<file path="src/assert_macros.svh">
// ----------------------------------------------------------------------------
// assertion helpers
// concurrent checks on a clock with a synchronous reset, empty in synthesis
// ----------------------------------------------------------------------------
`ifndef ASSERT_MACROS_SVH
`define ASSERT_MACROS_SVH
`ifndef SYNTHESIS
`define ASSERT_IMPL(lbl, clk, rst, ante, cons) \
   lbl: assert property (@(posedge clk) disable iff (rst) (ante) |-> (cons)) \
      else $error("%m: check failed");
`define ASSERT_NEXT(lbl, clk, rst, ante, cons) \
   lbl: assert property (@(posedge clk) disable iff (rst) (ante) |=> (cons)) \
      else $error("%m: check failed");
`else
`define ASSERT_IMPL(lbl, clk, rst, ante, cons)
`define ASSERT_NEXT(lbl, clk, rst, ante, cons)
`endif
`endif

</file>
<file path="src/rov_outbuf.sv">
// ----------------------------------------------------------------------------
// rov_outbuf
// output register with a skid stage, holds the pipeline only when both are full
// ----------------------------------------------------------------------------
`include "assert_macros.svh"

module rov_outbuf #(
   parameter int WIDTH = 8
) (
   input  logic             clock,
   input  logic             reset,
   input  logic             in_valid,
   input  logic [WIDTH-1:0] in_data,
   output logic             en,
   output logic             out_valid,
   output logic [WIDTH-1:0] out_data,
   input  logic             out_stall
);

   logic             out_valid_ff;
   logic             skid_valid_ff;
   logic [WIDTH-1:0] out_data_ff;
   logic [WIDTH-1:0] skid_data_ff;
   logic             held;

   assign held = out_valid_ff && out_stall;
   assign en   = !skid_valid_ff;

   always_ff @(posedge clock) begin
      if (reset) begin
         out_valid_ff  <= 1'b0;
         skid_valid_ff <= 1'b0;
      end else if (skid_valid_ff) begin
         if (!out_stall) begin
            skid_valid_ff <= 1'b0;
         end
      end else if (held) begin
         skid_valid_ff <= in_valid;
      end else begin
         out_valid_ff <= in_valid;
      end
   end

   always_ff @(posedge clock) begin
      if (skid_valid_ff) begin
         if (!out_stall) begin
            out_data_ff <= skid_data_ff;
         end
      end else if (held) begin
         skid_data_ff <= in_data;
      end else begin
         out_data_ff <= in_data;
      end
   end

   assign out_valid = out_valid_ff;
   assign out_data  = out_data_ff;

   `ASSERT_IMPL(a_skid_behind_out, clock, reset, skid_valid_ff, out_valid_ff)
   `ASSERT_NEXT(a_skid_kept, clock, reset, skid_valid_ff && out_stall, skid_valid_ff)
   `ASSERT_NEXT(a_drain, clock, reset, out_valid_ff && !out_stall && !skid_valid_ff && !in_valid, !out_valid_ff)

endmodule

</file>
<file path="config.mk">
export PLATFORM = sky130hd
export DESIGN_NAME = rov_outbuf
export DESIGN_NICKNAME = d
export VERILOG_FILES = /design/src/rov_outbuf.sv
export VERILOG_INCLUDE_DIRS = /design/src /design/src/src
export SDC_FILE = /design/constraint.sdc
export NUM_CORES = 1
export LEC_CHECK = 0
export ABC_CLOCK_PERIOD_IN_PS = 1500
export BUFFER_PORTS_ARGS = -buffer_cell sky130_fd_sc_hd__buf_4
export CAP_MARGIN = 10
export CORE_AREA = 10 10 57 63
export CTS_BUF_LIST = sky130_fd_sc_hd__clkbuf_2 sky130_fd_sc_hd__clkbuf_4 sky130_fd_sc_hd__clkbuf_8
export DETAILED_ROUTE_END_ITERATION = 16
export DIE_AREA = 0 0 67 73
export GPL_TIMING_DRIVEN = 1
export PLACE_DENSITY = 0.6
export SYNTH_ARGS = -nofsm -noshare
export SYNTH_HDL_FRONTEND = slang
export SYNTH_SLANG_ARGS = --single-unit
</file>
<file path="constraint.sdc">
create_clock -name clock -period 1.5 [get_ports clock]
set_clock_uncertainty 0.2 [all_clocks]
set_input_delay 0.3 -clock clock [delete_from_list [all_inputs] [get_ports clock]]
set_output_delay 0.3 -clock clock [all_outputs]
set_load 0.01 [all_outputs]
</file>
==> impl_summary.log <==
[metrics] Post-Syn Area per Cell: 20.13 sq um
[metrics] unique cell type count in the Yosys netlist: 12
[metrics] Arr. time, crit path: 1250 ps
[metrics] Worst Hold Slack: 83.50 ps
[metrics] count of final hold-check violations: 0
[metrics] instance count of the mapped netlist: 35
[metrics] pre-CTS setup slack: 112.6 ps
[metrics] setup repair after global routing missed its margin: no
[metrics] worst-path fanout max: 2
[metrics] post-detailed-routing wire length: 1.366 mm
[metrics] worst hold path type: in -> reg
[metrics] ratio of final minimum period to clock period: 93.03%
[metrics] starting density of the core: 29.34%
[metrics] Required @ worst endpoint: 1350 ps
[metrics] power density relative to cell area: 929.1 mW/mm^2
[metrics] Post-DP Area: 924.6 sq um
[metrics] fraction of power spent switching nets: 21.35%
[metrics] cell at the root of the clock tree: sky130_fd_sc_hd__clkbuf_4
[metrics] cells along the critical path: dlygate4sd3_1 -> buf_4 -> mux2_4
[metrics] placer congestion estimate: 0.7350
[metrics] total inserted antenna cells: 0
[metrics] total placed cells including tap cells: 89
[metrics] pin count of the biggest net entering global routing: 11
[metrics] final design utilization: 43.36%
[metrics] wire length per cell: 13.39 microns
[metrics] CTS sink cnt: 18
[metrics] CP Launch Type: input pin
[metrics] transition time at the pin with the least slew margin: 387.7 ps
[metrics] delay of the slowest cell on the worst path: 550 ps
[metrics] Clock Path Buffers: 2
[metrics] GRT Overall Usage: 5.859%
[metrics] maximum clock frequency: 0.7166 GHz
[metrics] leftover overflow at the end of global routing: 0
[metrics] Port Buf Inserts: 21
[metrics] flop and latch count out of synthesis: 18
[metrics] relative contribution of sequential cells to total power: 60.9%
[metrics] count of antenna-violating nets left after detailed routing: 0
[metrics] antenna violations before repair: 0
[metrics] Sw Pwr: 206.5 uW
[metrics] time the worst path needs with I/O delays and setup: 1395 ps
[metrics] core area: 0.002401 sq mm
[metrics] top library cells by usage in the layout, fill and taps aside: sky130_fd_sc_hd__buf_4, sky130_fd_sc_hd__edfxtp_1, sky130_fd_sc_hd__dlygate4sd3_1, sky130_fd_sc_hd__mux2_4, sky130_fd_sc_hd__clkbuf_4
[metrics] filler-free cell count of the finished design: 102
[metrics] TritonCTS clock tree: done
[metrics] latest clock arrival within the worst-skew pair: 290 ps
[metrics] endpoint class of the critical path: register
[metrics] DRC: 0
[metrics] Slew Viols, Final: 0
[metrics] overall die area: 0.004891 sq mm
[metrics] Horiz. Die Dim: 67 microns
[metrics] CTS H-tree depth: 1
[metrics] final worst slack: 104.6 ps
[metrics] clock buffers created by TritonCTS: 3
[metrics] Critical-path top delay cell: sky130_fd_sc_hd__dlygate4sd3_1
[metrics] via count: 427
[metrics] signed area change from the synthesized netlist to the final layout: 47.78%
[metrics] global-route wire length before repair: 2.173 mm
[metrics] Lkg Pwr: 0.4103 nW
[metrics] vias per cell: 4.186
[metrics] number of nets in the finished design: 84
[metrics] sequential area share after synthesis: 73.89%
[metrics] CTS clock-pin slew for the worst setup and hold paths: 100 ps
[metrics] Max Cap Violations: 0
[metrics] Cell Int Power: 760.7 uW
[metrics] worst-case headroom to the max-slew limit: 74.15%
[metrics] part of the power in combinational logic: 14.2%
[metrics] critical path class: in -> reg
[metrics] Sum Neg Setup Slack: 0 ps
[metrics] outcome: complete, no violations
[metrics] worst vdd ir: 0.0004560 V
[metrics] summed instance area of the synthesized netlist: 704.4 sq um
[metrics] leading cell type in the layout, fill and taps excluded: sky130_fd_sc_hd__buf_4
[metrics] die outline height: 73 microns
[metrics] part of the power in the clock network: 24.9%
[metrics] ratio of cells with drive above 1 in the final layout: 56.34%
[metrics] synthesized netlist net count: 47
[metrics] estimated wirelength of the detail-placed design: 1.016 mm
[metrics] final-report setup violation count: 0
[metrics] number of search-and-repair iterations in the first detailed-routing pass: 3
[metrics] post-layout instance area: 0.001041 sq mm
[metrics] total power consumption of the routed design: 967.2 uW
[metrics] placement row count: 19
[metrics] total number of yosys warnings: 0
[metrics] number of DRC violations after detailed-routing iteration 0: 9
[metrics] number of global-route vias before repair: 485
[metrics] ports placed on the boundary: 22
==> synthesized netlist by cell type <==
cell                       instances  share of area, %
sky130_fd_sc_hd__edfxtp_1         16                68
sky130_fd_sc_hd__dfxtp_1           2               5.7
sky130_fd_sc_hd__nand2b_1          1              0.89
sky130_fd_sc_hd__o21ai_0           1              0.71
sky130_fd_sc_hd__nor3b_2           1               1.8
sky130_fd_sc_hd__inv_2             1              0.53
sky130_fd_sc_hd__mux2_2            2               3.2
sky130_fd_sc_hd__o21ai_2           1               1.2
sky130_fd_sc_hd__mux2_4            6                13
sky130_fd_sc_hd__a21oi_2           2               2.5
sky130_fd_sc_hd__buf_6             1               1.6
sky130_fd_sc_hd__and3_1            1              0.89
==> power groups by stage <==
stage                     clock, mW  sequential (mW)  combinational [mW]
final                         0.241            0.589               0.137
after global routing          0.269            0.593               0.148
after CTS                     0.252            0.590               0.140
after detailed placement          0            0.601               0.121
after global placement            0            0.600               0.118
after floorplan                   0            0.611              0.0379
==> layer usage <==
layer	wire length, microns	vias to the layer above	part of all wire (%)	GRT usage, %
met5	0	-	0	0
met4	19	0	1.4	4.795
met3	105	2	7.7	1.690
met2	625	16	46	8.650
met1	615	202	45	6.798
li1	-	207	-	-
==> cell type report <==
cell class	count	area [sq um]
clock buffers	3	22.52
clock inverters	1	3.754
fillers	229	1360
inverters	1	3.754
multi-input cells	15	168.9
flip-flops and latches	18	520.5
well taps	31	38.79
repair buffers	33	282.8
==> kinds of logic (layout without fill, tap and decap cells) <==
family	count (synthesis)	count (layout)	share of synthesized area, %
flip-flops	18	18	73.89
multiplexers	8	8	15.99
AO/OA/AOI/OAI	4	4	4.440
AND/OR/NAND/NOR	3	3	3.553
buffers and inverters	2	38	2.131
==> final timing paths <==
| kind | from | endpoint | cells after the start | slack (ps) |
|---|---|---|---|---|
| min reg2reg | out_valid | out_valid | 2 | 320 |
| max reg2reg | out_valid | skid_data_ff[6] | 1 | 130 |
| max | in_data[0] | out_data[0] | 3 | 100 |
| min | in_valid | out_valid | 3 | 80 |
==> flip-flops by register name, summed over array words and instances, names as in the netlist <==
signal	cells
out_data	8
out_valid	1
skid_data_ff	8
skid_valid_ff	1
==> worst max-delay path, delay by kind of cell <==
| kind | cells | cell delay [ps] |
|---|---|---|
| buffers and inverters | 2 | 690 |
| multiplexers | 1 | 260 |
==> timing repair <==
item | in CTS | in global routing
setup buffers | 0 | 0
hold buffers | 9 | 0
gates resized for setup | 0 | 0
endpoints found under the hold margin | 10 | 0
(Power assumes the default switching activity.)
