### src/assert_macros.svh
// ----------------------------------------------------------------------------
// assertion helpers
// concurrent checks on a clock with a synchronous reset, empty in synthesis
// ----------------------------------------------------------------------------
`ifndef ASSERT_MACROS_SVH
`define ASSERT_MACROS_SVH
`ifndef SYNTHESIS
`define ASSERT_IMPL(lbl, clk, rst, ante, cons) \
   lbl: assert property (@(posedge clk) disable iff (rst) (ante) |-> (cons)) \
      else $error("%m: check failed");
`define ASSERT_NEXT(lbl, clk, rst, ante, cons) \
   lbl: assert property (@(posedge clk) disable iff (rst) (ante) |=> (cons)) \
      else $error("%m: check failed");
`else
`define ASSERT_IMPL(lbl, clk, rst, ante, cons)
`define ASSERT_NEXT(lbl, clk, rst, ante, cons)
`endif
`endif

### src/rov_sqrt.sv
// ----------------------------------------------------------------------------
// rov_sqrt
// pipelined floor square root of a 64-bit value, one root bit per stage
// ----------------------------------------------------------------------------
module rov_sqrt #(
   parameter int TAG_W = 8
) (
   input  logic             clock,
   input  logic             reset,
   input  logic             en,
   input  logic             in_valid,
   input  logic [63:0]      in_rad,
   input  logic [TAG_W-1:0] in_tag,
   output logic             out_valid,
   output logic [31:0]      out_root,
   output logic [TAG_W-1:0] out_tag
);

   localparam int STEPS = 32;

   logic             vld_ff  [STEPS];
   logic [33:0]      rem_ff  [STEPS];
   logic [31:0]      root_ff [STEPS];
   logic [63:0]      rad_ff  [STEPS];
   logic [TAG_W-1:0] tag_ff  [STEPS];

   for (genvar k = 0; k < STEPS; k++) begin : g_step
      logic             vld_prev;
      logic [33:0]      rem_prev;
      logic [31:0]      root_prev;
      logic [63:0]      rad_prev;
      logic [TAG_W-1:0] tag_prev;
      logic [35:0]      cur;
      logic [35:0]      trial;
      logic [33:0]      rem_in;
      logic [31:0]      root_in;

      if (k == 0) begin : g_first
         assign vld_prev  = in_valid;
         assign rem_prev  = '0;
         assign root_prev = '0;
         assign rad_prev  = in_rad;
         assign tag_prev  = in_tag;
      end else begin : g_next
         assign vld_prev  = vld_ff[k-1];
         assign rem_prev  = rem_ff[k-1];
         assign root_prev = root_ff[k-1];
         assign rad_prev  = rad_ff[k-1];
         assign tag_prev  = tag_ff[k-1];
      end

      // bring down two radicand bits and try a one
      always_comb begin
         cur   = {rem_prev, rad_prev[63:62]};
         trial = {2'b00, root_prev, 2'b01};
         if (cur >= trial) begin
            rem_in  = 34'(cur - trial);
            root_in = {root_prev[30:0], 1'b1};
         end else begin
            rem_in  = cur[33:0];
            root_in = {root_prev[30:0], 1'b0};
         end
      end

      always_ff @(posedge clock) begin
         if (reset) begin
            vld_ff[k] <= 1'b0;
         end else if (en) begin
            vld_ff[k] <= vld_prev;
         end
      end

      always_ff @(posedge clock) begin
         if (en) begin
            rem_ff[k]  <= rem_in;
            root_ff[k] <= root_in;
            rad_ff[k]  <= {rad_prev[61:0], 2'b00};
            tag_ff[k]  <= tag_prev;
         end
      end
   end

   assign out_valid = vld_ff[STEPS-1];
   assign out_root  = root_ff[STEPS-1];
   assign out_tag   = tag_ff[STEPS-1];

endmodule

### config.mk
export PLATFORM = sky130hd
export DESIGN_NAME = rov_sqrt
export DESIGN_NICKNAME = d
export VERILOG_FILES = /design/src/assert_macros.svh /design/src/rov_sqrt.sv
export SDC_FILE = /design/constraint.sdc
export NUM_CORES = 2
export LEC_CHECK = 0
export BUFFER_PORTS_ARGS = -buffer_cell sky130_fd_sc_hd__buf_2
export CAP_MARGIN = 40
export CORE_UTILIZATION = 40
export CTS_CLUSTER_SIZE = 20
export DETAILED_ROUTE_END_ITERATION = 10
export PLACE_DENSITY = 0.53
export SYNTH_ARGS = -nofsm -noshare
export SYNTH_HDL_FRONTEND = slang
export SYNTH_MEMORY_MAX_BITS = 65536
export SYNTH_SLANG_ARGS = --single-unit
### constraint.sdc
create_clock -name clock -period 3.93 [get_ports clock]
set_clock_uncertainty 0.15 [all_clocks]
set_input_delay 1.179 -clock clock [delete_from_list [all_inputs] [get_ports clock]]
set_output_delay 1.179 -clock clock [all_outputs]
set_load 0.01 [all_outputs]
==> metrics.md <==
| Metric | Value |
|---|---|
| Skew-Pair Late Insertion Delay | 0.91 ns |
| Leak pwr | 55.1 nW |
| Net count of the mapped netlist | approximately 10000 |
| Filler cells | 28000 |
| Seq. cell area | roughly 84000 sq um |
| Final non-filler cell area | 145000 sq um |
| Synth top area share | 66.6% |
| Total power per unit cell area | 596 nW/um^2 |
| Period utilization | 96.1% |
| Max Buffers Root-to-Sink | 4 |
| Initial core utilization | a little over 40% |
| Syn Area/Cell | 13.4 sq um |
| Sw frac | 27.9% |
| Post-synth EDFFs | 2811 |
| Layout Area Growth over Synthesis | 14.3% |
| Commonest non-fill, non-tap cell in the layout | edfxtp_1 |
| Commonest non-fill, non-tap cells in the layout | 2811 x edfxtp_1, 698 x inv_1, 596 x nand2_1, 596 x a21oi_1, 562 x ha_1 |
| Slew @ Worst Pin | 0.764 ns |
| Final HPWL DP | 190000 um |
| Critical Path RT | 4.41 ns |
| Global-route wire length before repair | 416000 um |
| Cell Area, Synth | 127000 sq um |
| Vias in the first global route | 74100 |
| Cell taking the most area after synthesis | edfxtp_1 |
| Fraction of registers with async set or reset after synthesis | 0% |
| CTS buffer count | 321 |
| Peak Freq | 0.265 GHz |
| Max_cap viols | 0 |
| Drt total wl | 265000 um |
| Area post-placement | 134000 sq um |
| Combinational share of power | 19.2% |
| Clock sink total | 2811 |
| Layout cell share with drive strength beyond 1 | 9.56% |
| Sw power | 24.1 mW |
| CP Capture Type | register |
| CTS tree | done |
| Die area | 319000 sq um |
| Post-CTS Hold Buffers | 0 |
| Internal power | 62.3 mW |
| DRT Pass-1 Iters | 8 |
| Nets | between 10000 and 15000 |
| Register area share after synthesis | 66.6% |
| Crit path DAT | about 4.3 ns |
| Area of the multi-input gates | 39200 sq um |
| Synth warn | 0 |
| Initial antenna violation count | 1 |
| Yosys cell types | 80 |
| Die H | approximately 560 um |
| Gr usage total | approximately 16% |
| Pins Over Slew Limit | 0 |
| Setup_tns | 0 ns |
| Top cells by area, synth | edfxtp_1 67%, ha_1 5.5%, xnor2_1 3.2% |
| Pre-CTS WS | -0.0246 ns |
| Crit Path Category | register to register |
| Placeable core area | approximately 320000 sq um |
| Drt first-iter violations | 4975 |
| Drt wl/cell | around 18 um |
| Flops & latches, synth | between 2000 and 3000 |
| Critical path peak fanout | 6 |
| Final-report setup violation count | 0 |
| Largest net degree at the start of global routing | 108 |
| Site row count | 206 |
| Vias | about 74000 |
| PortBufs | 116 |
| Gate count after technology mapping | 9456 |
| Clock Power Share | 34.3% |
| Max-slew headroom at the worst pin | 49.1% |
| RePlAce Congestion | 0.856 |
| Reg clk slew, reported paths | 0.06 ns |
| Tmin final | approximately 3.8 ns |
| GR Overflow Total | 0 |
| Reg power frac | 46.4% |
| Drt drc | 0 |
| CTS H-tree depth | 5 |
| Via density | 5.14 |
| Ys flop type | edfxtp_1 |
| Final std cells w/o fill | 14400 |
| Crit path launch type | register |
| Top-Level Pins | 117 |
| Worst vdd ir | 0.381 mV |
| Placed insts | about 14000 |
| ANT nets after route | 0 |
| Outcome | complete, no violations |
| Root buf cell | clkbuf_16 |
| Final setup margin | 0.152 ns |
| Fin. Hold Viols | 0 |
| Chip Width | ~560 um |
| HP Class | register to register |
## cell type report
class                      instances  share of cell area (%)
sequential                      2811                    58.2
multi-input combinational       5760                    27.0
clock buffer                     385                    5.77
tap                             4160                    3.59
timing repair buffer             354                    2.10
inverter                         700                    1.81
clock inverter                   190                    1.47
antenna                            2                 0.00345
## power by group through the flow
stage	clock, mW	sequential (mW)	combinational [mW]
after global routing	31.8	40.5	18.6
final	29.7	40.1	16.6
after global placement	0	40.8	16.4
after detailed placement	0	40.8	16.6
after CTS	30.7	40.2	16.7
after floorplan	0	39.6	11.9
## Yosys cell counts, drive strengths merged (167+ instances only)
| cell | n |
|---|---|
| a21oi | 596 |
| nor3 | 210 |
| nand2 | 596 |
| nor2 | 559 |
| o21ai | 450 |
| xor2 | 383 |
| xnor2 | 470 |
| ha | 562 |
| a21o | 285 |
| nand3 | 167 |
| edfxtp | 2811 |
| inv | 699 |
## per-stage QoR
step / hold slack, ns / total power [mW] / util (%)
floorplan: 0.250 / 51.5 / -
global placement: 0.250 / 57.2 / 42.6
detailed placement: 0.255 / 57.4 / 42.6
CTS: 0.198 / 87.6 / 45.9
global route: 0.236 / 90.9 / 46.0
finish: 0.241 / 86.4 / 46.0
## path summary, 6_finish.rpt
kind | start | endpoint | slack (ns) | cells past startpoint
hold / removal | rad_ff[0][723] | rad_ff[0][787] | 0.24 | 0
setup reg to reg | rem_ff[0][352] | rem_ff[0][396] | 0.15 | 11
hold reg to reg | rad_ff[0][723] | rad_ff[0][787] | 0.24 | 0
setup / recovery | rem_ff[0][352] | rem_ff[0][396] | 0.15 | 11
## metal layers
metal / vias up / GRT usage, % / share of wire [%]
met3: 482 / 2.22 / 3.8
met5: - / 0 / 0
met1: 35800 / 21.3 / 44
met2: 1363 / 28.2 / 49
li1: 36100 / - / -
met4: 0 / 5.39 / 3.1
## state kept, by name, summed over array words and instances, names as in the netlist
| signal | flops |
|---|---|
| root_ff | 528 |
| vld_ff | 32 |
| rem_ff | 1003 |
| tag_ff | 256 |
| rad_ff | 992 |
## cell families (layout without fill, tap and decap cells)
kind of cell             after synthesis  after routing  synth area share (%)
flip-flops                          2811           2811                  66.6
AND/OR/NAND/NOR                     2387           2387                  9.43
AO/OA/AOI/OAI                       1875           1875                  9.20
buffers and inverters                885           1629                  2.63
XOR/XNOR                             853            853                  5.89
adder cells (fa/ha/maj)              562            562                  5.55
multiplexers                          82             82                 0.719
other                                  1              3               0.00296
## worst max-delay path, cell delays in order, from the launching register on
cell and delay [ns]:
edfxtp_1 0.41, or4_4 0.57, or3_4 0.36, nor4_4 0.29, or4b_4 0.50, or4_4 0.47
nor3_4 0.20, buf_12 0.14, nor3_1 0.08, buf_4 0.20, nand2_1 0.08, xnor2_1 0.06
## repair_timing
| item | in CTS | in global routing |
|---|---|---|
| setup buffers | 0 | 4 |
| cloned | 0 | 1 |
| setup endpoints to repair | 6 | 37 |
| gates resized for setup | 2 | 15 |
| pin swaps | 0 | 2 |
Power figures use the tool's default switching activity.
